## config.mk

```make
export PLATFORM = sky130hd
export DESIGN_NAME = ebu_mul
export DESIGN_NICKNAME = d
export VERILOG_FILES = /design/src/rtl/ebu_pkg.sv /design/src/rtl/ebu_mul.sv
export SDC_FILE = /design/constraint.sdc
export NUM_CORES = 2
export LEC_CHECK = 0
export BUFFER_PORTS_ARGS = -buffer_cell sky130_fd_sc_hd__buf_4
export CAP_MARGIN = 20
export CORE_ASPECT_RATIO = 0.9
export CORE_MARGIN = 2
export CORE_UTILIZATION = 40
export DETAILED_ROUTE_END_ITERATION = 7
export GPL_TIMING_DRIVEN = 0
export PLACE_DENSITY = 0.62
export SLEW_MARGIN = 20
export SYNTH_ARGS = -nofsm -noshare
export SYNTH_HDL_FRONTEND = slang
export SYNTH_SLANG_ARGS = --single-unit
```

## constraint.sdc

```tcl
create_clock -name clk_i -period 5.7 [get_ports clk_i]
set_clock_uncertainty 0.2 [all_clocks]
set_input_delay 1.425 -clock clk_i [delete_from_list [all_inputs] [get_ports clk_i]]
set_output_delay 1.425 -clock clk_i [all_outputs]
set_load 0.05 [all_outputs]
```

## src/rtl/ebu_pkg.sv

```systemverilog
package ebu_pkg;

  localparam int unsigned ELEV_WIDTH_DEF = 32;
  localparam int unsigned FLUX_WIDTH_DEF = 32;
  localparam int unsigned CFG_IDX_W      = 3;
  localparam int unsigned CFG_DATA_W     = 32;
  localparam int unsigned WEIGHT_W       = 17;
  localparam int unsigned GAIN_W         = 32;
  localparam int unsigned FRAC_W         = 32;
  localparam int unsigned MASS_W         = 64;

  localparam logic [WEIGHT_W-1:0] ONE_Q16 = 17'h10000;

  localparam logic [CFG_IDX_W-1:0] REG_FEED_FLUX     = 3'd0;
  localparam logic [CFG_IDX_W-1:0] REG_UPWIND_WEIGHT = 3'd1;
  localparam logic [CFG_IDX_W-1:0] REG_BED_GAIN      = 3'd2;
  localparam logic [CFG_IDX_W-1:0] REG_MASS_GAIN     = 3'd3;
  localparam logic [CFG_IDX_W-1:0] REG_STORE_GAIN    = 3'd4;

  // Operand mux selects for the shared multiplier.
  typedef enum logic [1:0] {
    MUL_SEL_NONE,
    MUL_SEL_LO,
    MUL_SEL_HI
  } mul_sel_e;

  typedef struct packed {
    logic        start;
    logic        busy;
    logic        done;
  } div_ctl_t;

  function automatic logic signed [MASS_W-1:0] sat_add64(
    input logic signed [MASS_W-1:0] a,
    input logic signed [MASS_W-1:0] b
  );
    logic signed [MASS_W:0] s;
    s = {a[MASS_W-1], a} + {b[MASS_W-1], b};
    if (s[MASS_W] != s[MASS_W-1]) begin
      sat_add64 = s[MASS_W] ? {1'b1, {(MASS_W-1){1'b0}}} : {1'b0, {(MASS_W-1){1'b1}}};
    end else begin
      sat_add64 = s[MASS_W-1:0];
    end
  endfunction

  function automatic logic signed [MASS_W-1:0] sat_sub64(
    input logic signed [MASS_W-1:0] a,
    input logic signed [MASS_W-1:0] b
  );
    logic signed [MASS_W:0] s;
    s = {a[MASS_W-1], a} - {b[MASS_W-1], b};
    if (s[MASS_W] != s[MASS_W-1]) begin
      sat_sub64 = s[MASS_W] ? {1'b1, {(MASS_W-1){1'b0}}} : {1'b0, {(MASS_W-1){1'b1}}};
    end else begin
      sat_sub64 = s[MASS_W-1:0];
    end
  endfunction

endpackage

```

## src/rtl/ebu_mul.sv

```systemverilog
// Shared multiplier: 64-bit magnitude times 32-bit gain in two 32x32 passes,
// accumulated into a 96-bit product. One pass per cycle, product registered.
module ebu_mul import ebu_pkg::*; (
  input  logic        clk_i,
  input  logic        rst_ni,
  input  logic        clr_i,
  input  mul_sel_e    sel_i,
  input  logic [63:0] a_i,
  input  logic [31:0] b_i,
  output logic [95:0] prod_o
);
  logic [95:0] prod_q, prod_d;
  logic [31:0] a_part;
  logic [63:0] pp;

  always_comb begin
    a_part = (sel_i == MUL_SEL_HI) ? a_i[63:32] : a_i[31:0];
    pp     = {32'd0, a_part} * {32'd0, b_i};
    prod_d = clr_i ? '0 : prod_q;
    case (sel_i)
      MUL_SEL_LO: prod_d = (clr_i ? 96'd0 : prod_q) + {32'd0, pp};
      MUL_SEL_HI: prod_d = (clr_i ? 96'd0 : prod_q) + {pp, 32'd0};
      default:    prod_d = clr_i ? 96'd0 : prod_q;
    endcase
  end

  always_ff @(posedge clk_i or negedge rst_ni) begin
    if (!rst_ni) begin
      prod_q <= '0;
    end else begin
      prod_q <= prod_d;
    end
  end

  assign prod_o = prod_q;
endmodule

```

==> summary.txt <==
Status
  – Status: finished, violations left
  – Violated checks: negative setup slack

Place
  – Routability congestion estimate: 0.992
  – IO Port Bufs: 196
  – Hpwl dp: 164000 um

Synth
  – Adder-cell share of the synthesized area: 0.472
  – Mux contribution to synthesized area: 0.0169
  – Avg Cell Area, Syn: 8.58 um2
  – Ys Warns: 0
  – Largest family of logic cells by synthesized area: adder cells
  – Top_reg_cell synth: dfrtp_1
  – Post-synth EDFFs: 0
  – Synth Area in Compound Gates: 0.123
  – Cells after Synth: 5596
  – Post-Synth XOR/XNOR Area: 0.0459
  – Flops & latches, synth: 96
  – Mapped cell area: 48000 um2
  – Post-synthesis sequential area ratio: 0.0500
  – Asr flop ratio synth: 1.00
  – Syn_nets: 6960
  – Synth area leaders: fa_1 37%, ha_1 9.5%, and2_1 7.6%
  – Post-synth top area share: 0.374
  – Area leader, netlist: fa_1
  – Netlist cell types: 116
  – Synth Area in Simple Gates: 0.192

Finish
  – Multi-input logic area: 44100 um2
  – Layout cell share with drive strength beyond 1: 0.187
  – Largest register FFs: 96
  – FF/Latch Area: 2400 um2
  – Nets: 7400
  – Final core occ: 0.488
  – Fillers: 11400
  – Synthesis-to-finish area growth: 21.1%

Worst setup path
  – Cell repeated most along the worst path: fa_1
  – Worst path required time: 5.77 ns
  – Crit path max fanout: 10
  – Slowest CP cell: fa_2
  – CP Capture Type: flip-flop
  – FF-to-FF End: prod_o[80]
  – Worst setup SP type: primary input
  – Crit Path Category: in -> reg
  – Worst r2r src: prod_o[32]
  – Depth of the most critical reg-to-reg path: 21
  – CP peak stage delay: 0.64 ns
  – Crit path DAT: 12.73 ns
  – Register-to-register path setup slack: 0.25 ns

Timing
  – Setup repair after global routing missed its margin: yes
  – Clock period minus worst slack: 12.66 ns
  – Final hold vios: 0
  – Slew margin rel.: 0.165
  – Max Fclk: 0.0790 GHz
  – Slew Viols, Final: 0
  – Setup violations, final: 92
  – Crit share post-route: 2.22
  – Setup WS post-layout: -6.96 ns
  – Worst slew pin tran: 1.25 ns

Die
  – Core area: 119000 um2
  – Die ar.: 123000 um2
  – Starting Density: 0.403
  – I/O pin total: 197
  – Die Y-Extent: 333 um
  – DIE WIDTH: 369 um
  – Row count: 120

Clocking
  – CTS Root Cell: clkbuf_16
  – CTS Hold Bufs: 0
  – Total CTS buffers: 9
  – Worst-path clk slew: 0.08 ns
  – Clock latency on the worst-skew pair: 0.39 ns
  – Sink Count: 96
  – CTS tree: done
  – Htree depth: 3
  – Clock tree buffer depth: 2

Global routing
  – Gr ovfl total: 0
  – Vias in the first global route: 43700
  – Global-route wire length before repair: 293000 um
  – Initial antenna violation count: 14
  – Largest net degree at the start of global routing: 97
  – Total GRT Usage: 0.323

Worst hold path
  – Hold path start: prod_o[6]
  – Min-Delay Path Class: reg -> reg
  – Hold Path Cell Cnt: 3
  – Hold Path Sink: prod_o[6]

Drt
  – Initial detailed-routing violation count: 4425
  – DRT Wirelength: 199000 um
  – Vias: 43500
  – Wire per inst: 26.1 um
  – Routed Antenna Nets: 0
  – Drc violations: 0
  – Drt via density: 5.71
  – Initial DRT Pass Iterations: 8

Run
  – Max_cap viols: 0
[cell usage after synthesis (all sizes together) (27+ instances only)]
| cell type | number |
|---|---|
| xnor2 | 137 |
| o21a | 30 |
| inv | 924 |
| nor2 | 150 |
| a21o | 99 |
| nand4 | 48 |
| nor2b | 110 |
| fa | 898 |
| and2 | 585 |
| a211oi | 29 |
| buf | 38 |
| clkbuf | 283 |
| mux2 | 46 |
| a21oi | 212 |
| o21ai | 214 |
| nor3 | 60 |
| nand2 | 684 |
| nand3 | 62 |
| xor2 | 71 |
| o21bai | 27 |
| dfrtp | 96 |
| ha | 365 |
| mux2i | 29 |
| a31oi | 32 |
[cell type report]
cell class / instances / share of cell area
diodes: 4 / 0.000172
plain buffers: 318 / 0.0386
clock buffers: 10 / 0.00394
clock inverters: 6 / 0.000904
inverters: 927 / 0.0601
multi-input cells: 4252 / 0.759
flip-flops and latches: 96 / 0.0413
well taps: 1586 / 0.0341
repair buffers: 432 / 0.0622
[worst max-delay path by stage]
| stage | slack (ns) | from | depth (start not counted) | endpoint |
|---|---|---|---|---|
| finish | -6.96 | sel_i[0] | 44 | prod_o[73] |
| global route | -7.14 | sel_i[0] | 45 | prod_o[73] |
| CTS | -6.83 | sel_i[0] | 44 | prod_o[73] |
| detailed placement | -9.00 | sel_i[0] | 41 | prod_o[73] |
| global placement | -9.07 | sel_i[0] | 40 | prod_o[73] |
| floorplan | -5.72 | sel_i[0] | 41 | prod_o[73] |
[timing repair]
action                     CTS  global route
pin swaps                  231           146
resized for setup          557           182
hold endpoints to repair     0             0
setup buffers              177            65
cloned                       5             0
setup endpoints to repair   96            93
[cell usage in the layout (no fill, tap or decap), types with 17 or more instances in the layout]
cell type,netlist,routed
o21ai_0,189,119
and3_1,24,21
a222oi_1,20,20
o21bai_1,26,22
clkbuf_2,1,24
mux2i_1,29,25
o21a_1,29,27
a21o_1,99,99
fa_1,898,844
o21ai_2,3,33
nor2_1,148,129
dfrtp_1,96,96
a21oi_2,7,37
ha_1,365,317
a21oi_1,205,163
xnor2_1,133,95
clkbuf_16,0,30
ha_4,0,41
a31oi_1,31,21
clkbuf_1,282,181
mux2_4,1,35
clkbuf_8,0,28
xnor2_2,3,21
nand2_1,678,663
fa_2,0,54
o21ai_1,20,53
and2_1,585,569
xor2_1,71,50
nor2b_1,110,107
nand3_1,62,49
nand4_1,48,48
nor3_1,56,42
o211ai_1,20,20
buf_6,4,59
a22oi_1,17,17
xnor2_4,1,21
buf_4,7,377
inv_1,921,912
clkbuf_4,0,25
[cell families (layout without fill, tap and decap cells)]
kind of cell,count (synthesis),count (layout)
multiplexers,75,75
XOR/XNOR,223,223
AO/OA/AOI/OAI,869,869
AND/OR/NAND/NOR,1809,1809
buffers and inverters,1248,1693
adder cells (fa/ha/maj),1276,1276
other,0,4
flip-flops,96,96
[critical path: cells and delay by family]
| kind | cells | cell delay (ns) |
|---|---|---|
| mux | 2 | 0.71 |
| buf+inv | 11 | 1.31 |
| simple gates | 5 | 1.06 |
| fa+ha+maj | 11 | 4.87 |
| xor+xnor | 1 | 0.19 |
| compound gates | 14 | 3.11 |
[layer usage]
metal / vias up / GRT usage / part of all wire
li1: 18700 / - / -
met1: 22300 / 0.441 / 0.41
met2: 2175 / 0.501 / 0.45
met3: 438 / 0.0674 / 0.097
met4: 10 / 0.125 / 0.049
met5: - / 0 / 0.00031
[through the flow]
| step | hold slack, ns | TNS, ns | cell area, um2 | setup WS [ns] | std cells |
|---|---|---|---|---|---|
| after floorplan | 0.660 | -409.57 | 49000 | -5.72 | 5596 |
| after global placement | 0.465 | -647.27 | 52500 | -9.07 | 7378 |
| after detailed placement | 0.475 | -646.32 | 52500 | -9.00 | 7378 |
| after CTS | 0.492 | -500.37 | 56800 | -6.83 | 7573 |
| after global routing | 0.517 | -532.22 | 58100 | -7.14 | 7629 |
| final | 0.488 | -510.72 | 58200 | -6.96 | 7631 |
Power is left out: the tool's default activity adds up to more than one toggle a clock period on the data nets, which glitch-free logic cannot reach.
