===== src/rtl/ebu_pkg.sv =====
package ebu_pkg;

  localparam int unsigned ELEV_WIDTH_DEF = 32;
  localparam int unsigned FLUX_WIDTH_DEF = 32;
  localparam int unsigned CFG_IDX_W      = 3;
  localparam int unsigned CFG_DATA_W     = 32;
  localparam int unsigned WEIGHT_W       = 17;
  localparam int unsigned GAIN_W         = 32;
  localparam int unsigned FRAC_W         = 32;
  localparam int unsigned MASS_W         = 64;

  localparam logic [WEIGHT_W-1:0] ONE_Q16 = 17'h10000;

  localparam logic [CFG_IDX_W-1:0] REG_FEED_FLUX     = 3'd0;
  localparam logic [CFG_IDX_W-1:0] REG_UPWIND_WEIGHT = 3'd1;
  localparam logic [CFG_IDX_W-1:0] REG_BED_GAIN      = 3'd2;
  localparam logic [CFG_IDX_W-1:0] REG_MASS_GAIN     = 3'd3;
  localparam logic [CFG_IDX_W-1:0] REG_STORE_GAIN    = 3'd4;

  // Operand mux selects for the shared multiplier.
  typedef enum logic [1:0] {
    MUL_SEL_NONE,
    MUL_SEL_LO,
    MUL_SEL_HI
  } mul_sel_e;

  typedef struct packed {
    logic        start;
    logic        busy;
    logic        done;
  } div_ctl_t;

  function automatic logic signed [MASS_W-1:0] sat_add64(
    input logic signed [MASS_W-1:0] a,
    input logic signed [MASS_W-1:0] b
  );
    logic signed [MASS_W:0] s;
    s = {a[MASS_W-1], a} + {b[MASS_W-1], b};
    if (s[MASS_W] != s[MASS_W-1]) begin
      sat_add64 = s[MASS_W] ? {1'b1, {(MASS_W-1){1'b0}}} : {1'b0, {(MASS_W-1){1'b1}}};
    end else begin
      sat_add64 = s[MASS_W-1:0];
    end
  endfunction

  function automatic logic signed [MASS_W-1:0] sat_sub64(
    input logic signed [MASS_W-1:0] a,
    input logic signed [MASS_W-1:0] b
  );
    logic signed [MASS_W:0] s;
    s = {a[MASS_W-1], a} - {b[MASS_W-1], b};
    if (s[MASS_W] != s[MASS_W-1]) begin
      sat_sub64 = s[MASS_W] ? {1'b1, {(MASS_W-1){1'b0}}} : {1'b0, {(MASS_W-1){1'b1}}};
    end else begin
      sat_sub64 = s[MASS_W-1:0];
    end
  endfunction

endpackage


===== src/rtl/ebu_div.sv =====
// Restoring divider for the discrepancy fraction: integer quotient check then
// 31 fraction bits, one bit per cycle.
module ebu_div import ebu_pkg::*; (
  input  logic                       clk_i,
  input  logic                       rst_ni,
  input  logic                       start_i,
  input  logic [MASS_W-1:0]          num_i,
  input  logic [MASS_W-1:0]          den_i,
  input  logic                       neg_i,
  output div_ctl_t                   ctl_o,
  output logic signed [FRAC_W-1:0]   frac_o
);
  logic [MASS_W:0]   rem_q, rem_d;
  logic [MASS_W-1:0] den_q;
  logic [31:0]       f_q, f_d;
  logic [5:0]        cnt_q, cnt_d;
  logic              busy_q, busy_d, done_q, done_d, neg_q, sat_q, sat_d, qi_q, qi_d;
  logic [MASS_W:0]   sh;
  logic [MASS_W:0]   twice;
  logic [32:0]       val;
  logic [31:0]       mag;

  always_comb begin
    rem_d  = rem_q;
    f_d    = f_q;
    cnt_d  = cnt_q;
    busy_d = busy_q;
    done_d = 1'b0;
    sat_d  = sat_q;
    qi_d   = qi_q;
    sh     = {rem_q[MASS_W-1:0], 1'b0};
    twice  = {den_q, 1'b0};
    if (start_i) begin
      busy_d = 1'b1;
      cnt_d  = 6'd0;
      f_d    = '0;
      rem_d  = {1'b0, num_i};
      sat_d  = 1'b0;
      qi_d   = 1'b0;
    end else if (busy_q) begin
      if (cnt_q == 6'd0) begin
        // integer part: 0, 1, or saturate
        if (rem_q >= twice) begin
          sat_d  = 1'b1;
          busy_d = 1'b0;
          done_d = 1'b1;
        end else if (rem_q >= {1'b0, den_q}) begin
          qi_d  = 1'b1;
          rem_d = rem_q - {1'b0, den_q};
        end
        cnt_d = 6'd1;
      end else begin
        if (sh >= {1'b0, den_q}) begin
          rem_d = sh - {1'b0, den_q};
          f_d   = {f_q[30:0], 1'b1};
        end else begin
          rem_d = sh;
          f_d   = {f_q[30:0], 1'b0};
        end
        cnt_d = cnt_q + 6'd1;
        if (cnt_q == 6'd31) begin
          busy_d = 1'b0;
          done_d = 1'b1;
        end
      end
    end
  end

  always_ff @(posedge clk_i or negedge rst_ni) begin
    if (!rst_ni) begin
      busy_q <= 1'b0;
      done_q <= 1'b0;
      cnt_q  <= '0;
    end else begin
      busy_q <= busy_d;
      done_q <= done_d;
      cnt_q  <= cnt_d;
    end
  end

  always_ff @(posedge clk_i) begin
    rem_q <= rem_d;
    f_q   <= f_d;
    sat_q <= sat_d;
    qi_q  <= qi_d;
    if (start_i) begin
      den_q <= den_i;
      neg_q <= neg_i;
    end
  end

  always_comb begin
    val = sat_q ? 33'h100000000 : ({1'b0, qi_q, f_q[30:0]} + 33'd1) >> 1;
    if (!neg_q) begin
      mag    = (val > 33'h07FFFFFFF) ? 32'h7FFFFFFF : val[31:0];
      frac_o = mag;
    end else begin
      mag    = (val > 33'h080000000) ? 32'h80000000 : val[31:0];
      frac_o = 32'd0 - mag;
    end
  end

  assign ctl_o = '{start: start_i, busy: busy_q, done: done_q};
endmodule


===== config.mk =====
export PLATFORM = sky130hd
export DESIGN_NAME = ebu_div
export DESIGN_NICKNAME = d
export VERILOG_FILES = /design/src/rtl/ebu_pkg.sv /design/src/rtl/ebu_div.sv
export SDC_FILE = /design/constraint.sdc
export NUM_CORES = 1
export LEC_CHECK = 0
export BUFFER_PORTS_ARGS = -buffer_cell sky130_fd_sc_hd__buf_2
export CAP_MARGIN = 20
export CORE_UTILIZATION = 55
export CTS_CLUSTER_SIZE = 40
export DETAILED_ROUTE_END_ITERATION = 10
export PLACE_DENSITY = 0.75
export SKIP_LAST_GASP = 1
export SLEW_MARGIN = 20
export SYNTH_ARGS = -nofsm -noshare
export SYNTH_HDL_FRONTEND = slang
export SYNTH_SLANG_ARGS = --single-unit
export TNS_END_PERCENT = 30

===== constraint.sdc =====
create_clock -name clk_i -period 12.6 [get_ports clk_i]
set_input_delay 2.52 -clock clk_i [delete_from_list [all_inputs] [get_ports clk_i]]
set_output_delay 2.52 -clock clk_i [all_outputs]
set_load 0.02 [all_outputs]

==> flow_summary.toml <==
[logic_synthesis]
synth-edff-count = 129
yosys_register_bits = 171
ys_types = 92
async_reset_ff_share_pct = 4.68
synth_ff_type = "edfxtp_1"
yosysTopAreaCell = "edfxtp_1"
syn_area_um2 = 18800
synth-warning-count = 0
avgSynthCellArea_um2 = 7.82
syn_nets = 2740
synth_common_cells = "a21oi_1 (289), nand2_1 (256), nor2_1 (198)"
synthCells = 2410
synthTopCellsByArea = "edfxtp_1 (21%), ha_1 (13%), a21oi_1 (7.7%), nand2_1 (5.1%), xnor2_1 (4.3%)"
yosysSeqAreaShare_pct = 25.2
synth_top_area_share_pct = 20.6
synth.most_common_cell = "a21oi_1"

[critical_path]
critPathSlowestCell = "nor4_4"
crit_path_start_kind = "flop"
path_cells = "ha_1, nand4_1, nor4_4, a41oi_4, nand2_1, ha_1, o21ai_0, nor2_1, o21ai_0, a211oi_1, nand4_1, or4_1, nor2_2, a31oi_1, o22a_1, buf_2"
crit_arrival_ns = 5.56
critPathCaptureType = "primary output"
crit_required_ns = 10.08
max_stage_delay_ns = 0.68
ff2ff_path_depth = 12
critical_path_class = "reg2out"
path_max_fanout = 12

[timing]
fin_tns_setup_ns = 0
finalHoldViolCount = 0
finalCritPeriodShare_pct = 64.1
rsz0062_at_grt = "false"
fmax_mhz = 124
tightest_slew_ns = 1.10
slew_headroom_pct = 26.6
finalSetupViolCount = 0
min_period_ns = 8.08
whs_ns = 0.479
final_max_slew_viol_count = 0
fin_skew_ns = 0.0176

[pwr]
power_switching_mw = 2.88
combPwrFrac_pct = 72.4
switching_share_pct = 52.8
irDropWorstVdd_uv = 120
power_density_nw_per_um2 = 268
pwr-share-clk_pct = 9.1
p_int_mw = 2.58
p_seq_share_pct = 18.5
p_leak_nw = 8.49

[drt]
ant_nets = 0
drt_iter0_markers = 1756
detail_route.first_pass.iterations = 6
drt_wl_total_um = 60400
wire_per_inst_um = 20.5
drc = 0
viasPerCell = 6.46
num_vias = 19000

[final_layout]
utilization_pct = 60.6
fin_cells = 2938
fill_cells = 3112
area_delta_synth_final_pct = 8.05
post-route-cell-area_um2 = 20400
layout.nets = 2805
drive_gt1_share_pct = 9.89

[clocking]
cts_buffers = 17
post-cts-setup-buffer-count = 0
clockBufferDepth = 2
htree_levels = 4
hold_buffers = 0
clk_latency_ns = 0.46
cts_tree = "yes"
clockRootBuffer = "clkbuf_16"
path_clk_slew_ns = 0.07
cts.sinks = 171
cts_resized = 0

[global_routing]
grt_pass1_vias = 18000
track_usage_pct = 34.2
grt_max_degree = 76
grt.overflow.total = 0
antenna_found_initial = 2
grt_pass1_wl_um = 96000

[placement]
port_buffers = 166
place_inst = 2903
post_dp_cell_area_um2 = 19800
gp_congestion = 1.01
dp_hpwl_um = 46200

[worst_hold_path]
whs_path_depth = 2
hold_path.class = "reg2reg"

[floorplan]
start_util_pct = 56.1
rows = 67
core_um2 = 33600
die_w_um = 187
io_pins = 167
die_area_um2 = 35000
die_h_um = 187

[outcome]
outcome = "complete, no violations"

[job]
cap_violations = 0
## per-layer routing
layer | share of wire [%] | track usage (%) | wire (um) | up-vias
li1 | - | - | - | 9073
met1 | 45 | 48.1 | 27200 | 8879
met2 | 43 | 53.1 | 26100 | 913
met3 | 8.8 | 4.80 | 5300 | 127
met4 | 2.9 | 12.5 | 1740 | 0
met5 | 0 | 0 | 0 | -
## cell usage in the layout (no fill, tap or decap), drive strengths merged, types with 24 or more instances in the layout
master  count
ha        196
nand4      62
xor2       66
a21o       67
buf       183
nor3       52
nand2     256
edfxtp    129
nor2      199
nor4       24
o21ai     173
xnor2      93
o211ai     38
dfxtp      34
o21a       41
inv       112
nand3      54
a21oi     290
a211oi     24
a31oi      35
## registers in the layout (all words and copies together) (netlist names)
name and count:
den_q 64, sat_q 1, rem_q 65, cnt_q 6, done_q 1, f_q 31, neg_q 1, busy_q 1
qi_q 1
## power groups by stage
stage                     combinational (mW)  clock (mW)  sequential [mW]
after floorplan                         2.92           0            0.936
after global placement                  3.79           0             1.01
after detailed placement                3.83           0             1.01
after CTS                               3.86       0.502             1.00
after global routing                    4.34       0.517             1.03
final                                   3.96       0.495             1.01
## final cells by class
type / count / area [um^2] / share of cell area, %
multi-input cells: 1990 / 13100 / 64.5
flip-flops and latches: 171 / 4750 / 23.4
repair buffers: 183 / 970 / 4.76
well taps: 448 / 561 / 2.75
clock buffers: 23 / 469 / 2.30
inverters: 112 / 420 / 2.07
clock inverters: 9 / 48.8 / 0.240
diodes: 2 / 5.00 / 0.0246
## worst max-delay path: cells and delay by family, from the launching register on
kind,cells,cell delay [ns]
and+or+nand+nor,7,2.75
AOI/OAI and AO/OA,6,1.31
adders and majority gates,2,0.48
DFF,1,0.40
buffers and inverters,1,0.16
## path summary, 6_finish.rpt
kind | from | endpoint | slack (ns)
max in group asynchronous | rst_ni | cnt_q[0]$_DFFE_PN0P_ | 10.52
worst min-delay path | sat_q$_SDFFE_PP0P_ | sat_q$_SDFFE_PP0P_ | 0.48
worst max register to register | rem_q[10]$_DFFE_PP_ | rem_q[19]$_DFFE_PP_ | 7.31
worst min register to register | sat_q$_SDFFE_PP0P_ | sat_q$_SDFFE_PP0P_ | 0.48
min in group asynchronous | rst_ni | cnt_q[2]$_DFFE_PN0P_ | 1.89
worst max-delay path | f_q[1]$_SDFFE_PP0P_ | frac_o[6] | 4.52
## cells by family after synthesis
kind of cell               count (synthesis)  synth area share [%]
xor gates and xnor gates                 159                  7.39
and+or+nand+nor                          773                  19.7
AOI/OAI and AO/OA                        836                  28.0
adders and majority gates                198                  13.2
DFF                                      171                  25.2
buffers and inverters                    249                  5.19
muxes                                     24                  1.29
## through the flow
stage	setup WS (ns)	power [mW]
finish	4.52	5.47
global route	4.03	5.89
CTS	4.56	5.36
detailed placement	5.06	4.84
global placement	5.27	4.80
floorplan	6.23	3.86
(Power assumes the default switching activity.)
